[config.mk]
export PLATFORM = sky130hd
export DESIGN_NAME = eth_ipv4_l4_header_parser
export DESIGN_NICKNAME = d
export VERILOG_FILES = /design/src/ehp_pkg.sv /design/src/ehp_front.sv /design/src/ehp_queue.sv /design/src/ehp_back.sv /design/src/eth_ipv4_l4_header_parser.sv
export SDC_FILE = /design/constraint.sdc
export NUM_CORES = 1
export LEC_CHECK = 0
export BUFFER_PORTS_ARGS = -buffer_cell sky130_fd_sc_hd__buf_2
export CORE_ASPECT_RATIO = 0.6
export CORE_MARGIN = 10
export CORE_UTILIZATION = 40
export DETAILED_ROUTE_END_ITERATION = 6
export SYNTH_ARGS = -nofsm -noshare
export SYNTH_HDL_FRONTEND = slang
export SYNTH_SLANG_ARGS = --single-unit
[constraint.sdc]
create_clock -name i_clk -period 33.9 [get_ports i_clk]
set_input_delay 5.085 -clock i_clk [delete_from_list [all_inputs] [get_ports i_clk]]
set_output_delay 5.085 -clock i_clk [all_outputs]
set_load 0.01 [all_outputs]
[src/ehp_pkg.sv]
`timescale 1ns / 1ps
// Shared types and constants for the Ethernet/IPv4/TCP/UDP header parser.
// No dependencies.
package ehp_pkg;

    localparam int POS_W = 7;

    localparam logic [POS_W-1:0] POS_MAX      = 7'd127;
    localparam logic [POS_W-1:0] ETH_HDR_END  = 7'd14;
    localparam logic [POS_W-1:0] IP_HDR_END   = 7'd34;
    localparam logic [5:0]       IP_HDR_MIN   = 6'd20;
    localparam logic [7:0]       TCP_HDR_LEN  = 8'd20;
    localparam logic [7:0]       UDP_HDR_LEN  = 8'd8;

    localparam logic [15:0] ETYPE_IPV4   = 16'h0800;
    localparam logic [3:0]  IP_VERSION_4 = 4'd4;
    localparam logic [7:0]  PROTO_TCP    = 8'd6;
    localparam logic [7:0]  PROTO_UDP    = 8'd17;

    localparam logic [2:0] REC_ETH   = 3'd0;
    localparam logic [2:0] REC_IPV4  = 3'd1;
    localparam logic [2:0] REC_TCP   = 3'd2;
    localparam logic [2:0] REC_UDP   = 3'd3;
    localparam logic [2:0] REC_OTHER = 3'd4;
    localparam logic [2:0] REC_ERROR = 3'd5;

    localparam logic [2:0] ERR_NONE        = 3'd0;
    localparam logic [2:0] ERR_SHORT_ETH   = 3'd1;
    localparam logic [2:0] ERR_SHORT_IPV4  = 3'd2;
    localparam logic [2:0] ERR_BAD_VERSION = 3'd3;
    localparam logic [2:0] ERR_BAD_IHL     = 3'd4;
    localparam logic [2:0] ERR_SHORT_IHL   = 3'd5;
    localparam logic [2:0] ERR_SHORT_TCP   = 3'd6;
    localparam logic [2:0] ERR_SHORT_UDP   = 3'd7;

    typedef struct packed {
        logic [2:0]  record;
        logic [2:0]  error_code;
        logic [47:0] source_field;
        logic [47:0] dest_field;
        logic [15:0] length_or_type;
        logic [7:0]  byte_field;
        logic [7:0]  proto_number;
        logic [5:0]  ip_header_bytes;
        logic [31:0] seq_number;
        logic [31:0] ack_number;
        logic        last_in_frame;
    } t_rec;

    // Records produced by one input byte: one or two.
    typedef struct packed {
        logic two;
        t_rec rec1;
        t_rec rec0;
    } t_pair;

    function automatic t_rec mk_err(input logic [2:0] code, input logic [7:0] bf,
                                    input logic [5:0] ihb);
        t_rec r;
        r                 = '0;
        r.record          = REC_ERROR;
        r.error_code      = code;
        r.byte_field      = bf;
        r.ip_header_bytes = ihb;
        r.last_in_frame   = 1'b1;
        return r;
    endfunction

endpackage

[src/ehp_front.sv]
`timescale 1ns / 1ps
// Front end: byte position tracking, header field capture and record generation.
// Depends on ehp_pkg.
module ehp_front (
    input  logic           i_clk,
    input  logic           i_rst_n,
    input  logic           i_valid,
    input  logic [7:0]     i_data_byte,
    input  logic           i_frame_end,
    input  logic           i_full,
    output logic           o_stall,
    output logic           o_push,
    output ehp_pkg::t_pair o_pair
);

    logic [ehp_pkg::POS_W-1:0] r_pos, n_pos;
    logic                      r_fin, n_fin;
    logic [47:0] r_dmac, n_dmac, r_smac, n_smac;
    logic [15:0] r_etype, n_etype, r_tlen, n_tlen;
    logic [7:0]  r_vihl, n_vihl, r_ttl, n_ttl, r_proto, n_proto;
    logic [31:0] r_sip, n_sip, r_dip, n_dip;
    logic [15:0] r_sport, n_sport, r_dport, n_dport;
    logic [31:0] r_seq, n_seq, r_ack, n_ack;
    logic [7:0]  r_flags, n_flags;
    logic [15:0] r_ulen, n_ulen;

    logic                      accept;
    logic [ehp_pkg::POS_W-1:0] cpos, tpos, off;
    logic [5:0]                ihb;
    logic [7:0]                c8, t8;
    logic                      has_a, has_b, has_c, has_d;
    logic                      fin_a, fin_b, fin_c;
    ehp_pkg::t_rec             rec_a, rec_b, rec_c, rec_d;
    logic [1:0]                cnt;

    assign o_stall = i_full;
    assign accept  = i_valid && !i_full;

    always_comb begin
        n_pos = r_pos;     n_fin = r_fin;
        n_dmac = r_dmac;   n_smac = r_smac;   n_etype = r_etype; n_vihl = r_vihl;
        n_tlen = r_tlen;   n_ttl = r_ttl;     n_proto = r_proto;
        n_sip = r_sip;     n_dip = r_dip;     n_sport = r_sport; n_dport = r_dport;
        n_seq = r_seq;     n_ack = r_ack;     n_flags = r_flags; n_ulen = r_ulen;

        cpos = (r_pos < ehp_pkg::POS_MAX) ? r_pos + 7'd1 : r_pos;

        if (r_pos < 7'd6) begin
            n_dmac = {r_dmac[39:0], i_data_byte};
        end else if (r_pos < 7'd12) begin
            n_smac = {r_smac[39:0], i_data_byte};
        end else if (r_pos < 7'd14) begin
            n_etype = {r_etype[7:0], i_data_byte};
        end else if (r_pos == 7'd14) begin
            n_vihl = i_data_byte;
        end else if (r_pos == 7'd16 || r_pos == 7'd17) begin
            n_tlen = {r_tlen[7:0], i_data_byte};
        end else if (r_pos == 7'd22) begin
            n_ttl = i_data_byte;
        end else if (r_pos == 7'd23) begin
            n_proto = i_data_byte;
        end else if (r_pos >= 7'd26 && r_pos < 7'd30) begin
            n_sip = {r_sip[23:0], i_data_byte};
        end else if (r_pos >= 7'd30 && r_pos < 7'd34) begin
            n_dip = {r_dip[23:0], i_data_byte};
        end

        ihb  = {n_vihl[3:0], 2'b00};
        tpos = ehp_pkg::ETH_HDR_END + {1'b0, ihb};
        off  = r_pos - tpos;
        c8   = {1'b0, cpos};
        t8   = {1'b0, tpos};

        if (r_pos >= ehp_pkg::IP_HDR_END && ihb >= ehp_pkg::IP_HDR_MIN && r_pos >= tpos
            && r_pos < ehp_pkg::POS_MAX) begin
            if (off < 7'd2) begin
                n_sport = {r_sport[7:0], i_data_byte};
            end else if (off < 7'd4) begin
                n_dport = {r_dport[7:0], i_data_byte};
            end else if (n_proto == ehp_pkg::PROTO_TCP) begin
                if (off < 7'd8) begin
                    n_seq = {r_seq[23:0], i_data_byte};
                end else if (off < 7'd12) begin
                    n_ack = {r_ack[23:0], i_data_byte};
                end else if (off == 7'd13) begin
                    n_flags = i_data_byte;
                end
            end else if (n_proto == ehp_pkg::PROTO_UDP) begin
                if (off < 7'd6) begin
                    n_ulen = {r_ulen[7:0], i_data_byte};
                end
            end
        end

        // Ethernet record
        has_a                = (r_pos == ehp_pkg::ETH_HDR_END - 7'd1);
        rec_a                = '0;
        rec_a.record         = ehp_pkg::REC_ETH;
        rec_a.source_field   = n_smac;
        rec_a.dest_field     = n_dmac;
        rec_a.length_or_type = n_etype;
        rec_a.last_in_frame  = (n_etype != ehp_pkg::ETYPE_IPV4);
        fin_a                = has_a && rec_a.last_in_frame;

        // IPv4 record or version / IHL error
        has_b = !fin_a && (r_pos == ehp_pkg::IP_HDR_END - 7'd1);
        if (n_vihl[7:4] != ehp_pkg::IP_VERSION_4) begin
            rec_b = ehp_pkg::mk_err(ehp_pkg::ERR_BAD_VERSION, {4'd0, n_vihl[7:4]}, 6'd0);
        end else if (ihb < ehp_pkg::IP_HDR_MIN) begin
            rec_b = ehp_pkg::mk_err(ehp_pkg::ERR_BAD_IHL, 8'd0, ihb);
        end else begin
            rec_b                 = '0;
            rec_b.record          = ehp_pkg::REC_IPV4;
            rec_b.source_field    = {16'd0, n_sip};
            rec_b.dest_field      = {16'd0, n_dip};
            rec_b.length_or_type  = n_tlen;
            rec_b.byte_field      = n_ttl;
            rec_b.proto_number    = n_proto;
            rec_b.ip_header_bytes = ihb;
        end
        fin_b = fin_a || (has_b && rec_b.last_in_frame);

        // Transport record
        rec_c               = '0;
        rec_c.last_in_frame = 1'b1;
        if (n_proto == ehp_pkg::PROTO_TCP) begin
            has_c              = (c8 == t8 + ehp_pkg::TCP_HDR_LEN);
            rec_c.record       = ehp_pkg::REC_TCP;
            rec_c.source_field = {32'd0, n_sport};
            rec_c.dest_field   = {32'd0, n_dport};
            rec_c.byte_field   = n_flags;
            rec_c.seq_number   = n_seq;
            rec_c.ack_number   = n_ack;
        end else if (n_proto == ehp_pkg::PROTO_UDP) begin
            has_c                = (c8 == t8 + ehp_pkg::UDP_HDR_LEN);
            rec_c.record         = ehp_pkg::REC_UDP;
            rec_c.source_field   = {32'd0, n_sport};
            rec_c.dest_field     = {32'd0, n_dport};
            rec_c.length_or_type = n_ulen;
        end else begin
            has_c              = (c8 == t8);
            rec_c.record       = ehp_pkg::REC_OTHER;
            rec_c.proto_number = n_proto;
        end
        has_c = has_c && !fin_b && cpos >= ehp_pkg::IP_HDR_END
                && r_pos < ehp_pkg::POS_MAX;
        fin_c = fin_b || has_c;

        // Short frame error at the frame end
        has_d = i_frame_end && !fin_c;
        if (cpos < ehp_pkg::ETH_HDR_END) begin
            rec_d = ehp_pkg::mk_err(ehp_pkg::ERR_SHORT_ETH, 8'd0, 6'd0);
        end else if (cpos < ehp_pkg::IP_HDR_END) begin
            rec_d = ehp_pkg::mk_err(ehp_pkg::ERR_SHORT_IPV4, 8'd0, 6'd0);
        end else if (cpos < tpos) begin
            rec_d = ehp_pkg::mk_err(ehp_pkg::ERR_SHORT_IHL, 8'd0, 6'd0);
        end else if (n_proto == ehp_pkg::PROTO_TCP) begin
            rec_d = ehp_pkg::mk_err(ehp_pkg::ERR_SHORT_TCP, 8'd0, 6'd0);
        end else begin
            rec_d = ehp_pkg::mk_err(ehp_pkg::ERR_SHORT_UDP, 8'd0, 6'd0);
        end

        o_pair = '0;
        cnt    = 2'd0;
        if (has_a) begin
            o_pair.rec0 = rec_a;
            cnt         = 2'd1;
        end
        if (has_b) begin
            if (cnt == 2'd0) begin
                o_pair.rec0 = rec_b;
            end else begin
                o_pair.rec1 = rec_b;
            end
            cnt = cnt + 2'd1;
        end
        if (has_c) begin
            if (cnt == 2'd0) begin
                o_pair.rec0 = rec_c;
            end else begin
                o_pair.rec1 = rec_c;
            end
            cnt = cnt + 2'd1;
        end
        if (has_d) begin
            if (cnt == 2'd0) begin
                o_pair.rec0 = rec_d;
            end else begin
                o_pair.rec1 = rec_d;
            end
            cnt = cnt + 2'd1;
        end
        o_pair.two = (cnt == 2'd2);

        o_push = accept && !r_fin && (cnt != 2'd0);

        if (!accept || r_fin) begin
            n_dmac = r_dmac;   n_smac = r_smac;   n_etype = r_etype; n_vihl = r_vihl;
            n_tlen = r_tlen;   n_ttl = r_ttl;     n_proto = r_proto;
            n_sip = r_sip;     n_dip = r_dip;     n_sport = r_sport; n_dport = r_dport;
            n_seq = r_seq;     n_ack = r_ack;     n_flags = r_flags; n_ulen = r_ulen;
        end else begin
            n_pos = cpos;
            n_fin = fin_c || has_d;
        end
        if (accept && i_frame_end) begin
            n_pos = '0;
            n_fin = 1'b0;
        end
    end

    always_ff @(posedge i_clk) begin
        if (!i_rst_n) begin
            r_pos <= '0;     r_fin <= 1'b0;
            r_dmac <= '0;    r_smac <= '0;    r_etype <= '0;  r_vihl <= '0;
            r_tlen <= '0;    r_ttl <= '0;     r_proto <= '0;
            r_sip <= '0;     r_dip <= '0;     r_sport <= '0;  r_dport <= '0;
            r_seq <= '0;     r_ack <= '0;     r_flags <= '0;  r_ulen <= '0;
        end else begin
            r_pos <= n_pos;     r_fin <= n_fin;
            r_dmac <= n_dmac;   r_smac <= n_smac;   r_etype <= n_etype; r_vihl <= n_vihl;
            r_tlen <= n_tlen;   r_ttl <= n_ttl;     r_proto <= n_proto;
            r_sip <= n_sip;     r_dip <= n_dip;     r_sport <= n_sport; r_dport <= n_dport;
            r_seq <= n_seq;     r_ack <= n_ack;     r_flags <= n_flags; r_ulen <= n_ulen;
        end
    end

endmodule

[src/ehp_queue.sv]
`timescale 1ns / 1ps
// Two-entry queue of record pairs between the front end and the output stage.
// Depends on ehp_pkg.
module ehp_queue (
    input  logic           i_clk,
    input  logic           i_rst_n,
    input  logic           i_push,
    input  ehp_pkg::t_pair i_pair,
    input  logic           i_pop,
    output logic           o_full,
    output logic           o_nonempty,
    output ehp_pkg::t_pair o_head
);

    ehp_pkg::t_pair r_mem [2];
    logic           r_wr, n_wr, r_rd, n_rd;
    logic [1:0]     r_cnt, n_cnt;
    logic           do_push, do_pop;

    assign o_full     = (r_cnt == 2'd2);
    assign o_nonempty = (r_cnt != 2'd0);
    assign o_head     = r_mem[r_rd];
    assign do_push    = i_push && !o_full;
    assign do_pop     = i_pop && o_nonempty;

    always_comb begin
        n_wr  = do_push ? ~r_wr : r_wr;
        n_rd  = do_pop ? ~r_rd : r_rd;
        n_cnt = r_cnt + {1'b0, do_push} - {1'b0, do_pop};
    end

    always_ff @(posedge i_clk) begin
        if (do_push) begin
            r_mem[r_wr] <= i_pair;
        end
    end

    always_ff @(posedge i_clk) begin
        if (!i_rst_n) begin
            r_wr  <= 1'b0;
            r_rd  <= 1'b0;
            r_cnt <= 2'd0;
        end else begin
            r_wr  <= n_wr;
            r_rd  <= n_rd;
            r_cnt <= n_cnt;
        end
    end

endmodule

[src/ehp_back.sv]
`timescale 1ns / 1ps
// Output stage: presents the queued records one item at a time.
// Depends on ehp_pkg.
module ehp_back (
    input  logic           i_clk,
    input  logic           i_rst_n,
    input  logic           i_nonempty,
    input  ehp_pkg::t_pair i_head,
    input  logic           i_stall,
    output logic           o_pop,
    output logic           o_valid,
    output ehp_pkg::t_rec  o_rec
);

    logic r_idx, n_idx;
    logic accept;

    assign o_valid = i_nonempty;
    assign o_rec   = r_idx ? i_head.rec1 : i_head.rec0;
    assign accept  = o_valid && !i_stall;
    assign o_pop   = accept && (r_idx || !i_head.two);

    always_comb begin
        n_idx = r_idx;
        if (accept) begin
            n_idx = !o_pop;
        end
    end

    always_ff @(posedge i_clk) begin
        if (!i_rst_n) begin
            r_idx <= 1'b0;
        end else begin
            r_idx <= n_idx;
        end
    end

endmodule

[src/eth_ipv4_l4_header_parser.sv]
`timescale 1ns / 1ps
// Ethernet/IPv4/TCP/UDP header parser, top level. Depends on ehp_pkg, ehp_front,
// ehp_queue and ehp_back.
// Throughput: one byte per cycle; the input stalls only while the two-entry queue is full.
// Records are registered in the two-entry queue once the byte that completes them is accepted;
// a second record from the same byte is presented after the first one is taken.
// Reset (synchronous, active low) clears byte position, frame state, captured fields and queue.
module eth_ipv4_l4_header_parser (
    input  logic        i_clk,
    input  logic        i_rst_n,
    input  logic        i_valid,
    output logic        o_stall,
    input  logic [7:0]  i_data_byte,
    input  logic        i_frame_end,
    output logic        o_valid,
    input  logic        i_stall,
    output logic [2:0]  o_record,
    output logic [2:0]  o_error_code,
    output logic [47:0] o_source_field,
    output logic [47:0] o_dest_field,
    output logic [15:0] o_length_or_type,
    output logic [7:0]  o_byte_field,
    output logic [7:0]  o_proto_number,
    output logic [5:0]  o_ip_header_bytes,
    output logic [31:0] o_seq_number,
    output logic [31:0] o_ack_number,
    output logic        o_last_in_frame
);

    logic           push, pop, full, nonempty;
    ehp_pkg::t_pair pair, head;
    ehp_pkg::t_rec  rec;

    ehp_front u_front (
        .i_clk       (i_clk),
        .i_rst_n     (i_rst_n),
        .i_valid     (i_valid),
        .i_data_byte (i_data_byte),
        .i_frame_end (i_frame_end),
        .i_full      (full),
        .o_stall     (o_stall),
        .o_push      (push),
        .o_pair      (pair)
    );

    ehp_queue u_queue (
        .i_clk      (i_clk),
        .i_rst_n    (i_rst_n),
        .i_push     (push),
        .i_pair     (pair),
        .i_pop      (pop),
        .o_full     (full),
        .o_nonempty (nonempty),
        .o_head     (head)
    );

    ehp_back u_back (
        .i_clk      (i_clk),
        .i_rst_n    (i_rst_n),
        .i_nonempty (nonempty),
        .i_head     (head),
        .i_stall    (i_stall),
        .o_pop      (pop),
        .o_valid    (o_valid),
        .o_rec      (rec)
    );

    assign o_record          = rec.record;
    assign o_error_code      = rec.error_code;
    assign o_source_field    = rec.source_field;
    assign o_dest_field      = rec.dest_field;
    assign o_length_or_type  = rec.length_or_type;
    assign o_byte_field      = rec.byte_field;
    assign o_proto_number    = rec.proto_number;
    assign o_ip_header_bytes = rec.ip_header_bytes;
    assign o_seq_number      = rec.seq_number;
    assign o_ack_number      = rec.ack_number;
    assign o_last_in_frame   = rec.last_in_frame;

endmodule
==> results list <==
* Run status: completed
- The count of nets left with antenna violations once routing finished came out at 0.
* Critical register-to-register path endpoint: u_queue.r_mem[0][233]$_DFFE_PP_
- Clk pin slew, worst setup/hold paths: approximately 70 ps
- Setup repair after global routing left no endpoint under its margin.
- Initial DRC count: roughly 2700
- Mean Syn Cell Area: roughly 13 sq um
- Met3 GRT Util: under 10%
* Number of antenna violations at the first check in global routing: 7
- In the global route stage, met2 resource usage came out at around a quarter.
* Layout area overhead: 13.0%
- Setup total negative slack on the finished layout was measured at 0 ps.
- Worst Min Path Start: u_front.r_ack[31]$_SDFFE_PN0N_
- Global-route wire length before repair: between 150000 and 200000 um
- Global route hottest layer: met1
- R2R Path Start: u_front.r_pos[2]$_SDFFE_PP0N_
* Via density per instance: approximately 5.4
- TritonCTS built the clock tree.
* Crit Path Category: in2reg
- After detailed placement, the total cell area comes to between 0.05 and 0.06 sq mm.
* Async S/R FF share, synth: 0%
* GRT Resource Usage Total: roughly 18%
- Post CTS Setup Buffer Count: 0
- YS warnings: 0
- For met1 alone, demand over resource in global routing was 27.2%.
* Post-synth EDFFs: 750
* Synthesis-stage register bit count: 1100
- Placed Cells: 5454
* Power density of the placed cells: approximately 63 mW/mm^2
- For this run, the register share of the synthesized area comes to slightly above 60%.
- Max-cap violations: 0
- Area of the core region: ~0.12 sq mm
* Top Ports: between 200 and 250
- Total count of hold-check failures in the final report: 0
* Layout cells sized above 1: between 10% and 20%
- Setup slack on the worst reg-to-reg path comes out at approximately 23000 ps.
- Level count of the clock H-tree: 3
- The number of clock buffers added by TritonCTS is 102.
- After detailed routing, the number of remaining DRC violations is 0.
- Detailed placement ended at an HPWL of approximately 77000 um.
- Most frequent standard cell in the layout excluding fill and tap cells: sky130_fd_sc_hd__nand2_1
- Based on the critical path, the design can be clocked at up to approximately 73 MHz.
- Distinct cell type count of the synthesized netlist: between 80 and 90
* Tightest slew margin relative to the limit: between 20% and 30%
- Gates resized during post-CTS repair numbered 0.
- Worst min path class: reg2reg
* Hold-fix buffers at CTS: 0
* Nature of the critical path endpoint: flip-flop
- In the layout the commonest cells are sky130_fd_sc_hd__nand2_1, sky130_fd_sc_hd__edfxtp_1, sky130_fd_sc_hd__dfxtp_1.
- After synthesis the cells add up to between 0.04 and 0.05 sq mm.
- Summing internal, switching and leakage power gives around 3.4 mW.
- Effective utilization at floorplan: about two fifths
* Overflow left after global routing: 0
- Excluding fillers, the count of instances in the completed layout stands at 5651.
* Number of nets in the finished design: roughly 4000
- Least setup slack across all paths after layout: just over 20000 ps
- In this run the worst path has a maximum fanout of between 150 and 200.
- Count of endpoints failing setup in the final report: 0
- For this design the static power due to leakage is 18.3 nW.
- The final layout contains routed wiring with a total length of approximately 130000 um.
- Before antenna repair, the detailed router went through 5 iterations.
- Cells after synthesis: roughly 3800
- Hold path cells: 2
* Clock latency reported for the late side of the worst-skew pair: 720 ps
- Buffers placed on the I/O ports in this run total about 220.
- At the end of routability-driven placement, the weighted congestion stood at between 0.9 and 1.
* Post-Place Worst Slack: approximately 20000 ps
* Total clock sinks: 1100
* Maximum ir drop on the vdd rail: about 0.038 mV
- Setup skew after layout: about 31 ps
- Dividing the detail-routed wire length by the instance count gives 22.2 um.
* Clock period minus worst slack: 13690 ps
- CTS placed an instance of sky130_fd_sc_hd__clkbuf_16 at the clock tree root.
- Vertical extent of the die: just under 300 um
* Final cycle utilization of the critical path: between 40% and 50%
- The path with the worst hold slack has its endpoint at u_front.r_ack[31]$_SDFFE_PN0N_.
- Worst r2r path cells: 22
- In the synthesized netlist the dominant register cell turns out to be sky130_fd_sc_hd__edfxtp_1.
- Max clock buf depth: 3
- Startpoint type of the worst setup path: input port
- The die covers 0.135 sq mm.
* Post-Layout Inst Area: approximately 0.054 sq mm
- Entering global routing, the biggest net connects between 150 and 200 pins.
- For the worst setup path, the data arrival time is between 10000 and 15000 ps.
- Horizontal die dimension: roughly 470 um
- Endpoint required time on the critical path: 34230 ps
* Via count of the first global-routing pass: around 30000
- The count of final max-slew check failures came to 0.
* Slew at the pin with the worst max-slew slack: 1190 ps
- The initialized floorplan defines between 90 and 100 standard-cell rows.
- Routed via count: ~30000
-- worst max-delay path, cell delays in order --
cell	delay, ps
sky130_fd_sc_hd__buf_2	100
sky130_fd_sc_hd__buf_4	250
sky130_fd_sc_hd__mux2i_1	650
sky130_fd_sc_hd__inv_1	190
sky130_fd_sc_hd__ha_1	510
sky130_fd_sc_hd__inv_1	180
sky130_fd_sc_hd__ha_1	370
sky130_fd_sc_hd__nand3_1	90
sky130_fd_sc_hd__o31a_1	270
sky130_fd_sc_hd__a2111oi_4	500
sky130_fd_sc_hd__nand4_4	340
sky130_fd_sc_hd__xor2_1	240
sky130_fd_sc_hd__ha_1	300
sky130_fd_sc_hd__nand3_1	70
sky130_fd_sc_hd__a32o_1	240
sky130_fd_sc_hd__o211a_1	110
sky130_fd_sc_hd__a31oi_1	540
sky130_fd_sc_hd__nor2b_4	260
sky130_fd_sc_hd__buf_4	730
sky130_fd_sc_hd__buf_12	710
sky130_fd_sc_hd__buf_4	900
sky130_fd_sc_hd__buf_4	910
-- worst max-delay path by stage --
stage                   startpoint                               to
global placement    i_data_byte[0]   u_queue.r_mem[0][87]$_DFFE_PP_
detailed placement  i_data_byte[0]   u_queue.r_mem[0][87]$_DFFE_PP_
global route        i_data_byte[0]   u_queue.r_mem[0][15]$_DFFE_PP_
finish              i_data_byte[0]  u_queue.r_mem[0][233]$_DFFE_PP_
floorplan           i_data_byte[0]    u_queue.r_mem[0][0]$_DFFE_PP_
CTS                 i_data_byte[0]  u_queue.r_mem[0][286]$_DFFE_PP_
-- flip-flops by register name, indices dropped and copies added, names as in the netlist, 2 cells and up, named ones only --
signal           flops
u_front.r_ttl        8
u_front.r_sport     16
u_front.r_seq       32
u_front.r_smac      48
u_queue.r_cnt        2
u_front.r_tlen      16
u_queue.r_mem      750
u_front.r_flags      8
u_front.r_vihl       8
u_front.r_pos        7
u_front.r_etype     16
u_front.r_dport     16
u_front.r_proto      8
u_front.r_ulen      16
u_front.r_dip       32
u_front.r_dmac      48
u_front.r_ack       32
u_front.r_sip       32
-- power breakdown --
| group | switching, mW | leakage [nW] | internal (mW) |
|---|---|---|---|
| Sequential | 0.0482 | 9.78 | 1.52 |
| Combinational | 0.372 | 6.80 | 0.250 |
| Clock | 0.521 | 1.72 | 0.673 |
| Total | 0.942 | 18.3 | 2.44 |
-- metrics by stage --
| stage | utilization (%) | hold slack [ps] |
|---|---|---|
| 6_report | 45.5 | 458 |
| 2_1_floorplan | - | 434 |
| 3_5_place_dp | 42.5 | 449 |
| 3_3_place_gp | 42.5 | 443 |
| 4_1_cts | 45.5 | 459 |
| 5_1_grt | 45.5 | 477 |
-- layer usage --
layer,wire [um],up-vias
met3,8400,146
met4,2430,0
met1,60500,15200
met5,0,-
met2,53900,857
li1,-,14100
-- cell type report --
type	count	area, sq um
fillers	10800	64900
flip-flops and latches	1100	29500
multi-input cells	2456	17500
clock buffers	139	2940
well taps	1600	2000
repair buffers	275	1570
clock inverters	55	557
inverters	23	91.3
diodes	3	7.51
-- kinds of logic (layout without fill, tap and decap cells) --
logic type / Yosys count / count (layout) / synth area share, %
multiplexers: 484 / 484 / 14.7
other: 1 / 77 / 0.00782
adder cells (fa/ha/maj): 28 / 28 / 0.741
XOR/XNOR: 25 / 25 / 0.512
AND/OR/NAND/NOR: 1248 / 1248 / 10.8
flip-flops: 1100 / 1100 / 61.6
buffers and inverters: 323 / 492 / 2.76
AO/OA/AOI/OAI: 597 / 597 / 8.89
-- synthesized netlist by cell type, drive strengths merged (2+ instances only) --
cell / count / area (sq um)
nor4b: 3 / 26.3
o21ai: 65 / 337
o221ai: 17 / 211
xor2: 8 / 70.1
nor3: 18 / 95.1
mux2i: 296 / 2990
edfxtp: 750 / 22500
and3b: 4 / 35.0
xnor2: 17 / 175
nor4: 3 / 18.8
a211oi: 4 / 30.0
a21oi: 90 / 454
or4: 2 / 15.0
ha: 26 / 325
and4: 3 / 26.3
and3: 4 / 25.0
nand4: 8 / 65.1
o211a: 24 / 240
or2: 7 / 43.8
inv: 22 / 82.6
clkbuf: 212 / 796
nor2: 282 / 1070
nor4bb: 2 / 20.0
o2bb2ai: 4 / 35.0
a21o: 4 / 30.0
o22ai: 42 / 263
or3: 7 / 43.8
nand2: 766 / 2880
o31a: 3 / 26.3
nand2b: 34 / 213
buf: 88 / 437
mux4: 171 / 3850
a21boi: 276 / 2070
o211ai: 35 / 263
nand3: 77 / 395
a31oi: 9 / 56.3
nor2b: 12 / 75.1
and2: 10 / 62.6
mux2: 17 / 191
o31ai: 3 / 27.5
dfxtp: 350 / 7010
o21a: 6 / 45.0
nand4b: 2 / 23.8
Power figures use the tool's default switching activity.
